### src/design/pfa_pkg.sv
// Shared types and constants for the page frame allocator.
// Used by the controller, the datapath and the top level.
package pfa_pkg;

   // Geometry: frame index width is fixed by the page index field
   localparam int PAGE_W    = 12;
   localparam int NUM_PAGES = 1 << PAGE_W;
   localparam int COUNT_W   = 16;
   localparam int TOTAL_W   = PAGE_W + 1;
   localparam int OP_W      = 3;
   localparam int PMEM_W    = COUNT_W + 1;   // {on_list, count}

   localparam logic [COUNT_W-1:0] CNT_MAX = {COUNT_W{1'b1}};

   // Operation codes
   localparam logic [OP_W-1:0] OP_ALLOC      = 3'd0;
   localparam logic [OP_W-1:0] OP_FREE       = 3'd1;
   localparam logic [OP_W-1:0] OP_FORCE_FREE = 3'd2;
   localparam logic [OP_W-1:0] OP_SHARE_ADD  = 3'd3;
   localparam logic [OP_W-1:0] OP_SHARE_SUB  = 3'd4;

   // Controller to datapath commands
   typedef struct packed {
      logic init_step;   // write one entry of the reset image
      logic accept;      // latch the request word
      logic ring_rd;     // read the free ring at the head
      logic page_rd;     // read the page entry
      logic commit;      // write back and load the response register
   } cmd_type;

   // Datapath to controller status
   typedef struct packed {
      logic init_last;   // last entry of the reset image is being written
      logic out_free;    // response register can take a new word
   } status_type;

endpackage

### src/design/pfa_ctrl.sv
// Sequencing state machine of the page frame allocator.
// Depends on pfa_pkg for the command and status structs.
module pfa_ctrl (
   input  logic                clock,
   input  logic                reset,
   input  logic                req_valid,
   output logic                req_stall,
   input  pfa_pkg::status_type status,
   output pfa_pkg::cmd_type    cmd
);
   import pfa_pkg::*;

   typedef enum logic [4:0] {
      ST_INIT    = 5'b00001,
      ST_IDLE    = 5'b00010,
      ST_RING_RD = 5'b00100,
      ST_PAGE_RD = 5'b01000,
      ST_EXEC    = 5'b10000
   } state_type;

   state_type state_ff, state_in;

   // Next state and commands
   always_comb begin
      state_in = state_ff;
      cmd      = '0;
      case (state_ff)
         ST_INIT: begin
            cmd.init_step = 1'b1;
            if (status.init_last) begin
               state_in = ST_IDLE;
            end
         end
         ST_IDLE: begin
            if (req_valid) begin
               cmd.accept = 1'b1;
               state_in   = ST_RING_RD;
            end
         end
         ST_RING_RD: begin
            cmd.ring_rd = 1'b1;
            state_in    = ST_PAGE_RD;
         end
         ST_PAGE_RD: begin
            cmd.page_rd = 1'b1;
            state_in    = ST_EXEC;
         end
         ST_EXEC: begin
            // hold until the response register has room
            if (status.out_free) begin
               cmd.commit = 1'b1;
               state_in   = ST_IDLE;
            end
         end
         default: begin
            state_in = ST_INIT;
         end
      endcase
   end

   assign req_stall = (state_ff != ST_IDLE);

   always_ff @(posedge clock) begin
      if (reset) begin
         state_ff <= ST_INIT;
      end else begin
         state_ff <= state_in;
      end
   end

endmodule

### config.mk
export PLATFORM = sky130hd
export DESIGN_NAME = pfa_ctrl
export DESIGN_NICKNAME = d
export VERILOG_FILES = /design/src/design/pfa_pkg.sv /design/src/design/pfa_ctrl.sv
export SDC_FILE = /design/constraint.sdc
export NUM_CORES = 1
export LEC_CHECK = 0
export BUFFER_PORTS_ARGS = -buffer_cell sky130_fd_sc_hd__buf_2
export CAP_MARGIN = 20
export CORE_AREA = 4 4 41 43
export CTS_CLUSTER_SIZE = 28
export DETAILED_ROUTE_END_ITERATION = 8
export DIE_AREA = 0 0 45 47
export PLACE_DENSITY = 0.41
export SYNTH_ARGS = -nofsm -noshare
export SYNTH_HDL_FRONTEND = slang
export SYNTH_SLANG_ARGS = --single-unit
### constraint.sdc
create_clock -name clock -period 2 [get_ports clock]
set_clock_uncertainty 0.1 [all_clocks]
set_input_delay 0.2 -clock clock [delete_from_list [all_inputs] [get_ports clock]]
set_output_delay 0.2 -clock clock [all_outputs]
set_load 0.02 [all_outputs]
==> results.sh, run 1 <==
export IMPL_status="complete, no violations"
export IMPL_maxSlewViolCount=0
export IMPL_rr_startpoint="state_ff[1]$_SDFFE_PP0P_"
export IMPL_io_port_bufs=10
export IMPL_antenna_found_initial=0
export IMPL_startpoint="state_ff[3]$_SDFFE_PP0P_"
export IMPL_post_synth_cell_area_avg_um2=8.148
export IMPL_placementRows=13
export IMPL_slew_margin_rel_pct=68.43
export IMPL_via_count_of_the_first_global_routing_pass=306
export IMPL_fin_crit_period_ps=1815
export IMPL_crit_path_start_kind="register"
export IMPL_post_cts_setup_buffer_count=0
export IMPL_timing_critical_path_slowest_stage_cell="sky130_fd_sc_hd__nor4_1"
export IMPL_fin_area_um2=405.4
export IMPL_clkLatencyLatePin_ps=240
export IMPL_cts_hold_buf=0
export IMPL_grt_start_max_net_pins=11
export IMPL_max_flop_register="state_ff"
export IMPL_path_cells="nor4_1, nand3_1, inv_1, buf_2"
export IMPL_cp_end_kind="output port"
export IMPL_ys_warn_count=0
export IMPL_dpl_hpwl_um=573.5
export IMPL_cellLeakagePower_nw=0.1936
export IMPL_setup_worst_path_end="cmd[3]"
export IMPL_die_height_um=47
export IMPL_n_antenna_cell=0
export IMPL_netlist_instances=41
export IMPL_post_synth_num_cell_types=24
export IMPL_die_width_um=45
export IMPL_mappedNetlistArea_um2=334.1
export IMPL_cts_sink_cnt=5
export IMPL_clk_pin_slew_ps=50
export IMPL_postPlaceCellArea_um2=379.1
export IMPL_critical_path_arrival_ps=1520
export IMPL_drt_initial_drc_count=6
export IMPL_n_fill_cell=162
export IMPL_final_core_util_pct=31.15
export IMPL_remaining_drc_errors=0
export IMPL_hold_viol=0
export IMPL_max_clock_freq_mhz=550.8
export IMPL_place_gp_congestion=0.7241
export IMPL_viasPerCell=4.672
export IMPL_final_total_negative_setup_slack_ps=0
export IMPL_post_drt_wl_per_cell_um=11.18
export IMPL_worst_path_buf_inv=2
export IMPL_report_final_setup_viol=0
export IMPL_start_util_pct=25.67
export IMPL_globalRouteTotalUtil_pct=8.307
export IMPL_reg_largest_list="state_ff: 5 flops"
export IMPL_hold_path_class="in -> reg"
export IMPL_die_area_mm2=0.002115
export IMPL_drtAntennaViolNets=0
export IMPL_ctsHtreeMaxLevel=1
export IMPL_power_density_mw_per_mm2=864.8
export IMPL_syn_nets=46
export IMPL_setup_slack_of_the_worst_register_to_register_path_ps=550
export IMPL_critical_path_top_delay_family="simple AND/OR/NAND/NOR gates"
export IMPL_ys_seq_elements=5
export IMPL_fin_crit_sh_pct=90.77
export IMPL_firstDrtPassIters=2
export IMPL_cp_max_fo=8
export IMPL_flip_flop_count_of_the_largest_register_all_copies_and_words_added=5
export IMPL_routed_wl_um=749
export IMPL_overflow=0
export IMPL_critPathKind="reg -> out"
export IMPL_cts_tree="done"
export IMPL_worstPathRequired_ps=1700
export IMPL_dr_total_vias=313
export IMPL_core_region_area_mm2=0.001301
export IMPL_regToRegEndpoint="state_ff[0]$_SDFFE_PP1P_"
export IMPL_timing_reg2reg_worst_path_depth=3
export IMPL_cts_made_buffers=3
export IMPL_first_pass_grt_wire_length_um=1242
export IMPL_drive_above_1_share_pct=34.62
export IMPL_area_delta_synth_final_pct=21.35
export IMPL_seq_area_frac_synth_pct=29.96
export IMPL_grt_setup_unrepaired="false"
export IMPL_worst_stage_delay_on_the_critical_path_ps=490
export IMPL_crit_cells=4
export IMPL_nets=58
export IMPL_post_cts_resize_count=0
export IMPL_root_buffer="sky130_fd_sc_hd__clkbuf_4"
export IMPL_clk_path_buf_depth=2
export IMPL_cap_viol_max_count=0
export IMPL_io_pins=11
export IMPL_timing_worst_slew_pin_value_ps=469.3
export IMPL_ir_drop_mv=0.2654
cell usage in the layout (no fill, tap or decap):
cell	n
sky130_fd_sc_hd__buf_2	10
sky130_fd_sc_hd__nor2_1	6
sky130_fd_sc_hd__dfxtp_1	5
sky130_fd_sc_hd__inv_1	3
sky130_fd_sc_hd__a21oi_1	3
sky130_fd_sc_hd__clkbuf_4	3
sky130_fd_sc_hd__nand2b_1	2
sky130_fd_sc_hd__nand2_1	2
sky130_fd_sc_hd__o21ai_0	2
sky130_fd_sc_hd__nor3_1	2
sky130_fd_sc_hd__and4b_2	1
sky130_fd_sc_hd__or3_4	1
sky130_fd_sc_hd__nor4_1	1
sky130_fd_sc_hd__and4_1	1
sky130_fd_sc_hd__nand3_1	1
sky130_fd_sc_hd__nor3b_1	1
sky130_fd_sc_hd__o31ai_4	1
sky130_fd_sc_hd__nor4b_1	1
sky130_fd_sc_hd__a21o_2	1
sky130_fd_sc_hd__xor2_1	1
sky130_fd_sc_hd__a22o_2	1
sky130_fd_sc_hd__o21bai_1	1
sky130_fd_sc_hd__and2_1	1
sky130_fd_sc_hd__clkbuf_1	1
where the power goes:
part | leakage (nW) | internal, mW | switching, mW
registers | 0.0408 | 0.110 | 0.0211
logic | 0.138 | 0.0474 | 0.0561
clock network | 0.0150 | 0.0754 | 0.0408
worst min-delay path by stage:
stage	startpoint	slack, ps	endpoint	cells after the start
finish	reset	160	state_ff[2]$_SDFFE_PP0P_	4
floorplan	status[1]	270	state_ff[2]$_SDFFE_PP0P_	2
detailed placement	reset	410	state_ff[2]$_SDFFE_PP0P_	4
global route	reset	170	state_ff[2]$_SDFFE_PP0P_	4
CTS	reset	160	state_ff[2]$_SDFFE_PP0P_	4
global placement	reset	400	state_ff[2]$_SDFFE_PP0P_	4
kinds of logic (layout without fill, tap and decap cells):
family                    after synthesis  after routing  synth area share, %
buffers and inverters                   6             17                10.49
xor gates and xnor gates                1              1                2.622
and+or+nand+nor                        20             20                35.21
DFF                                     5              5                29.96
AOI/OAI and AO/OA                       9              9                21.72
per-layer routing:
metal	vias up	track usage, %	wire [µm]
met4	0	5.263	0
met3	0	3.065	49
met5	-	0	0
met1	142	9.817	370
met2	6	12.71	330
li1	165	-	-
through the flow:
step	cells	total power, mW	setup slack [ps]	hold slack [ps]
3_3_place_gp	63	0.2393	403.8	405.0
2_1_floorplan	41	0.2176	569.1	265.6
5_1_grt	67	0.3765	12.65	165.7
3_5_place_dp	63	0.2369	407.9	410.8
4_1_cts	67	0.3551	136.9	158.1
6_report	67	0.3506	184.6	155.1
tightest hold or removal path: stages:
cell	delay [ps]
sky130_fd_sc_hd__buf_2	70
sky130_fd_sc_hd__inv_1	60
sky130_fd_sc_hd__o31ai_4	80
sky130_fd_sc_hd__nor2_1	40
Yosys cell counts:
| cell type | instances | area share [%] |
|---|---|---|
| sky130_fd_sc_hd__nor2_1 | 6 | 6.7 |
| sky130_fd_sc_hd__dfxtp_1 | 5 | 30 |
| sky130_fd_sc_hd__a21oi_1 | 3 | 4.5 |
| sky130_fd_sc_hd__inv_1 | 3 | 3.4 |
| sky130_fd_sc_hd__nand2_1 | 2 | 2.2 |
| sky130_fd_sc_hd__nand2b_1 | 2 | 3.7 |
| sky130_fd_sc_hd__nor3_1 | 2 | 3.0 |
| sky130_fd_sc_hd__o21ai_0 | 2 | 3.0 |
| sky130_fd_sc_hd__a21o_2 | 1 | 2.6 |
| sky130_fd_sc_hd__a22o_2 | 1 | 3.0 |
| sky130_fd_sc_hd__and2_1 | 1 | 1.9 |
| sky130_fd_sc_hd__and4_1 | 1 | 2.6 |
| sky130_fd_sc_hd__and4b_2 | 1 | 3.4 |
| sky130_fd_sc_hd__buf_2 | 1 | 1.5 |
| sky130_fd_sc_hd__buf_4 | 1 | 2.2 |
| sky130_fd_sc_hd__buf_6 | 1 | 3.4 |
| sky130_fd_sc_hd__nand3_1 | 1 | 1.5 |
| sky130_fd_sc_hd__nor3b_1 | 1 | 2.2 |
| sky130_fd_sc_hd__nor4_1 | 1 | 1.9 |
| sky130_fd_sc_hd__nor4b_1 | 1 | 2.6 |
| sky130_fd_sc_hd__o21bai_1 | 1 | 2.2 |
| sky130_fd_sc_hd__o31ai_4 | 1 | 6.4 |
| sky130_fd_sc_hd__or3_4 | 1 | 3.4 |
| sky130_fd_sc_hd__xor2_1 | 1 | 2.6 |
layout make-up:
type	count	area [µm²]	share of cell area, %
Tap cell	15	18.77	4.630
Multi-Input combinational cell	30	198.9	49.07
Timing Repair Buffer	10	50.05	12.35
Sequential cell	5	100.1	24.69
Clock buffer	4	26.28	6.481
Inverter	3	11.26	2.778
Note: power is estimated with default switching activity, not from simulation.
==> run 2: changes to the inputs <==
==> constraint.sdc (replaced) <==
create_clock -name clock -period 2 [get_ports clock]
set_clock_uncertainty 0.1 [all_clocks]
set_input_delay 0.3 -clock clock [delete_from_list [all_inputs] [get_ports clock]]
set_output_delay 0.3 -clock clock [all_outputs]
set_load 0.02 [all_outputs]
==> results.sh, run 2 (same netlist as run 1, synthesis figures left out) <==
export IMPL_viasPerCell=4.910
export IMPL_n_fill_cell=161
export IMPL_layout_common_cells="sky130_fd_sc_hd__buf_2, sky130_fd_sc_hd__nor2_1, sky130_fd_sc_hd__dfxtp_1"
export IMPL_maxSlewViolCount=0
export IMPL_core_region_area_mm2=0.001301
export IMPL_drtAntennaViolNets=0
export IMPL_ctsHtreeMaxLevel=1
export IMPL_worstPathRequired_ps=1600
export IMPL_post_drt_wl_per_cell_um=10.48
export IMPL_dr_total_vias=329
export IMPL_timing_worst_slew_pin_value_ps=320.1
export IMPL_worst_stage_delay_on_the_critical_path_ps=390
export IMPL_timing_critical_path_slowest_stage_cell="sky130_fd_sc_hd__nor4_2"
export IMPL_clkLatencyLatePin_ps=240
export IMPL_antenna_found_initial=0
export IMPL_clk_path_buf_depth=2
export IMPL_remaining_drc_errors=0
export IMPL_crit_path_start_kind="register"
export IMPL_ir_drop_mv=0.3560
export IMPL_n_antenna_cell=0
export IMPL_critical_path_top_delay_family="simple AND/OR/NAND/NOR gates"
export IMPL_worst_path_buf_inv=2
export IMPL_via_count_of_the_first_global_routing_pass=286
export IMPL_cts_hold_buf=0
export IMPL_die_area_mm2=0.002115
export IMPL_post_cts_setup_buffer_count=0
export IMPL_firstDrtPassIters=4
export IMPL_flip_flop_count_of_the_largest_register_all_copies_and_words_added=5
export IMPL_path_cells="nor4_2, nand3_1, inv_1, buf_2"
export IMPL_cts_made_buffers=3
export IMPL_cp_max_fo=8
export IMPL_fin_crit_period_ps=1763
export IMPL_max_flop_register="state_ff"
export IMPL_grt_setup_unrepaired="false"
export IMPL_grt_start_max_net_pins=11
export IMPL_dpl_cell_count=63
export IMPL_place_gp_congestion=0.6651
export IMPL_die_height_um=47
export IMPL_first_pass_grt_wire_length_um=1166
export IMPL_cts_tree="done"
export IMPL_drive_above_1_share_pct=36.54
export IMPL_critPathKind="reg -> out"
export IMPL_dpl_hpwl_um=548.9
export IMPL_status="complete, no violations"
export IMPL_start_util_pct=25.67
export IMPL_io_port_bufs=10
export IMPL_max_clock_freq_mhz=567.1
export IMPL_layout_cells_most_common="sky130_fd_sc_hd__buf_2"
export IMPL_reg_largest_list="state_ff: 5 flops"
export IMPL_die_width_um=45
export IMPL_hold_viol=0
export IMPL_final_core_util_pct=31.63
export IMPL_io_pins=11
export IMPL_root_buffer="sky130_fd_sc_hd__clkbuf_4"
export IMPL_critical_path_arrival_ps=1360
export IMPL_cap_viol_max_count=0
export IMPL_cp_end_kind="output port"
export IMPL_hold_path_class="in -> reg"
export IMPL_overflow=0
export IMPL_placementRows=13
export IMPL_report_final_setup_viol=0
export IMPL_clk_pin_slew_ps=40
export IMPL_instances_no_fill=67
export IMPL_routed_wl_um=702
export IMPL_post_cts_resize_count=0
export IMPL_slew_margin_rel_pct=78.48
export IMPL_cts_sink_cnt=5
export IMPL_final_hold_worst_slack_ps=244.4
export IMPL_final_total_negative_setup_slack_ps=0
export IMPL_power_density_mw_per_mm2=859.3
export IMPL_area_delta_synth_final_pct=23.22
export IMPL_cellLeakagePower_nw=0.1950
export IMPL_drt_initial_drc_count=4
export IMPL_nets=58
export IMPL_fin_crit_sh_pct=88.16
export IMPL_globalRouteTotalUtil_pct=7.753
[run 2: changes by cell type in the layout (fill, tap and decap cells not counted)]
| cell | previous run | this run |
|---|---|---|
| sky130_fd_sc_hd__nor4_1 | 1 | 0 |
| sky130_fd_sc_hd__nor4_2 | 0 | 1 |
[run 2: stage by stage]
stage	setup WS (ps)	area, µm²	power [mW]
5_1_grt	52.02	411.6	0.3776
3_3_place_gp	417.9	379.1	0.2386
2_1_floorplan	469.1	334.1	0.2176
3_5_place_dp	387.1	379.1	0.2359
4_1_cts	113.3	405.4	0.3551
6_report	236.7	411.6	0.3537
[run 2: area by class of cell]
cell class | instances | area [µm²] | share of cell area [%]
clock buffers | 4 | 26.28 | 6.383
inverters | 3 | 11.26 | 2.736
multi-input cells | 30 | 205.2 | 49.85
flip-flops and latches | 5 | 100.1 | 24.32
well taps | 15 | 18.77 | 4.559
repair buffers | 10 | 50.05 | 12.16
[run 2: final timing paths]
path	to	from	slack, ps	cells past startpoint
max	cmd[3]	state_ff[3]$_SDFFE_PP0P_	240	4
min	state_ff[2]$_SDFFE_PP0P_	req_valid	240	3
max reg2reg	state_ff[1]$_SDFFE_PP0P_	state_ff[1]$_SDFFE_PP0P_	510	3
min reg2reg	state_ff[2]$_SDFFE_PP0P_	state_ff[1]$_SDFFE_PP0P_	500	2
[run 2: routing by layer]
layer / global-route usage, % / share of wire (%) / vias to the layer above / routed length, µm
met3: 2.682 / 7.7 / 2 / 54
met5: 0 / 0 / - / 0
met4: 5.263 / 1.9 / 0 / 13
met1: 10.27 / 45 / 149 / 313
li1: - / - / 167 / -
met2: 10.45 / 46 / 11 / 322
[run 2: worst reg2reg max path, cell delays in order (launching register included)]
cell and delay (ps):
sky130_fd_sc_hd__dfxtp_1 380, sky130_fd_sc_hd__or3_4 450, sky130_fd_sc_hd__o31ai_4 320, sky130_fd_sc_hd__nor3_1 110
[run 2: report_power, final]
part	leakage, nW	internal, mW	switching (mW)
clock network	0.0150	0.0754	0.0413
logic	0.139	0.0492	0.0559
registers	0.0408	0.110	0.0220
==> run 3: changes to the inputs <==
--- a/config.mk
+++ b/config.mk
@@ -5,13 +5,15 @@
 export SDC_FILE = /design/constraint.sdc
 export NUM_CORES = 1
 export LEC_CHECK = 0
+export ABC_AREA = 1
 export BUFFER_PORTS_ARGS = -buffer_cell sky130_fd_sc_hd__buf_2
 export CAP_MARGIN = 20
 export CORE_AREA = 4 4 41 43
 export CTS_CLUSTER_SIZE = 28
 export DETAILED_ROUTE_END_ITERATION = 8
 export DIE_AREA = 0 0 45 47
-export PLACE_DENSITY = 0.41
+export PLACE_DENSITY = 0.4
 export SYNTH_ARGS = -nofsm -noshare
 export SYNTH_HDL_FRONTEND = slang
 export SYNTH_SLANG_ARGS = --single-unit
+export TNS_END_PERCENT = 50
==> results.sh, run 3 <==
export IMPL_clk_path_buf_depth=2
export IMPL_postPlaceCellArea_um2=377.9
export IMPL_critPathKind="reg -> out"
export IMPL_post_synth_cell_area_avg_um2=6.460
export IMPL_grt_start_max_net_pins=6
export IMPL_max_clock_freq_mhz=651.9
export IMPL_synth_simple_gate_area_share_pct=49.41
export IMPL_via_count_of_the_first_global_routing_pass=314
export IMPL_fin_crit_period_ps=1534
export IMPL_post_cts_resize_count=0
export IMPL_clk_pin_slew_ps=40
export IMPL_total_power_mw=0.3202
export IMPL_placementRows=13
export IMPL_critical_path_arrival_ps=1130
export IMPL_cp_end_kind="output port"
export IMPL_power_density_mw_per_mm2=792.2
export IMPL_cellLeakagePower_nw=0.2180
export IMPL_dpl_cell_count=73
export IMPL_overflow=0
export IMPL_synth_compound_gate_area_share_pct=0
export IMPL_timing_worst_slew_pin_value_ps=165.3
export IMPL_synthFlopType="sky130_fd_sc_hd__dfxtp_1"
export IMPL_ctsHtreeMaxLevel=1
export IMPL_synth_top_cells_by_area="sky130_fd_sc_hd__dfxtp_1, sky130_fd_sc_hd__inv_1, sky130_fd_sc_hd__nor2_1"
export IMPL_synth_cells_most_frequent="sky130_fd_sc_hd__inv_1, sky130_fd_sc_hd__nor2_1, sky130_fd_sc_hd__dfxtp_1, sky130_fd_sc_hd__nand3_1, sky130_fd_sc_hd__nor2_2"
export IMPL_io_pins=11
export IMPL_viasPerCell=4.091
export IMPL_reg_largest_list="state_ff: 5 flops"
export IMPL_clkLatencyLatePin_ps=240
export IMPL_dr_total_vias=315
export IMPL_core_region_area_mm2=0.001301
export IMPL_post_synth_num_cell_types=12
export IMPL_drtAntennaViolNets=0
export IMPL_die_height_um=47
export IMPL_netlist_area_leader_share_pct=31.62
export IMPL_layout_cells_most_common="sky130_fd_sc_hd__inv_1"
export IMPL_synth_most_common_cell="sky130_fd_sc_hd__inv_1"
export IMPL_synthAdderAreaFrac_pct=0
export IMPL_die_area_mm2=0.002115
export IMPL_slew_margin_rel_pct=88.95
export IMPL_ys_seq_elements=5
export IMPL_first_pass_grt_wire_length_um=1159
export IMPL_firstDrtPassIters=2
export IMPL_synth_top_area_cell="sky130_fd_sc_hd__dfxtp_1"
export IMPL_final_hold_worst_slack_ps=173.1
export IMPL_status="complete, no violations"
export IMPL_post_place_ws_ps=710.0
export IMPL_die_width_um=45
export IMPL_routed_wl_um=648
export IMPL_synth_edff_count=0
export IMPL_n_fill_cell=167
export IMPL_mappedNetlistArea_um2=316.6
export IMPL_report_final_setup_viol=0
export IMPL_place_gp_congestion=0.7022
export IMPL_root_buffer="sky130_fd_sc_hd__clkbuf_4"
export IMPL_ys_warn_count=0
export IMPL_max_flop_register="state_ff"
export IMPL_cap_viol_max_count=0
export IMPL_antenna_found_initial=0
export IMPL_start_util_pct=24.33
export IMPL_post_route_worst_setup_slack_ps=465.9
export IMPL_synth_top_family_by_area="simple AND/OR/NAND/NOR gates"
export IMPL_layout_common_cells="sky130_fd_sc_hd__inv_1, sky130_fd_sc_hd__buf_2, sky130_fd_sc_hd__nor2_1"
export IMPL_grt_setup_unrepaired="false"
export IMPL_remaining_drc_errors=0
export IMPL_maxSlewViolCount=0
export IMPL_area_delta_synth_final_pct=27.67
export IMPL_instances_no_fill=77
export IMPL_async_flop_share_pct=0
export IMPL_worstPathRequired_ps=1600
export IMPL_drt_initial_drc_count=5
export IMPL_io_port_bufs=10
export IMPL_final_total_negative_setup_slack_ps=0
export IMPL_globalRouteTotalUtil_pct=7.820
export IMPL_dpl_hpwl_um=574.1
export IMPL_cts_made_buffers=3
export IMPL_fin_area_um2=404.1
export IMPL_cp_max_fo=5
export IMPL_final_core_util_pct=31.06
export IMPL_n_antenna_cell=0
export IMPL_netlist_instances=49
export IMPL_hold_viol=0
export IMPL_seq_area_frac_synth_pct=31.62
export IMPL_drive_above_1_share_pct=35.48
export IMPL_synth_area_mux_share_pct=0
export IMPL_crit_path_start_kind="register"
export IMPL_cts_hold_buf=0
export IMPL_synth_xor_area_share_pct=0
export IMPL_cts_sink_cnt=5
export IMPL_nets=68
export IMPL_syn_nets=54
export IMPL_hold_path_class="in -> reg"
export IMPL_post_drt_wl_per_cell_um=8.416
export IMPL_flip_flop_count_of_the_largest_register_all_copies_and_words_added=5
export IMPL_ir_drop_mv=0.2455
export IMPL_post_cts_setup_buffer_count=0
export IMPL_fin_crit_sh_pct=76.70
export IMPL_cts_tree="done"
## run 3: layout make-up
class	count	area, µm²	area share (%)
well taps	15	18.77	4.644
flip-flops and latches	5	100.1	24.77
repair buffers	10	50.05	12.38
inverters	14	52.55	13.00
clock buffers	4	26.28	6.502
multi-input cells	29	156.4	38.70
## run 3: power by group
| part | switching (mW) | leakage (nW) | internal (mW) |
|---|---|---|---|
| Clock | 0.0395 | 0.0150 | 0.0753 |
| Combinational | 0.0577 | 0.162 | 0.0305 |
| Sequential | 0.00809 | 0.0408 | 0.109 |
| Total | 0.105 | 0.218 | 0.215 |
## run 3: critical path: stages (launching register included)
cell,delay (ps)
sky130_fd_sc_hd__dfxtp_1,340
sky130_fd_sc_hd__nor2_4,190
sky130_fd_sc_hd__nand3_1,110
sky130_fd_sc_hd__nor2_1,90
sky130_fd_sc_hd__buf_2,170
## run 3: final timing paths
| check | end | from | cells after the start | slack (ps) |
|---|---|---|---|---|
| setup / recovery | cmd[0] | state_ff[3]$_SDFFE_PP0P_ | 4 | 470 |
| hold / removal | state_ff[4]$_SDFFE_PP0P_ | reset | 2 | 170 |
| setup reg to reg | state_ff[0]$_SDFFE_PP1P_ | state_ff[3]$_SDFFE_PP0P_ | 6 | 900 |
| hold reg to reg | state_ff[3]$_SDFFE_PP0P_ | state_ff[2]$_SDFFE_PP0P_ | 2 | 460 |
## run 3: cells by family after synthesis
family	count (synthesis)
flops	5
simple gates	29
buf+inv	15
## run 3: routing by layer
layer,global-route usage (%),part of all wire (%)
met5,0,0
met4,3.509,0.77
met3,4.981,8.8
met2,13.56,47
met1,7.273,44
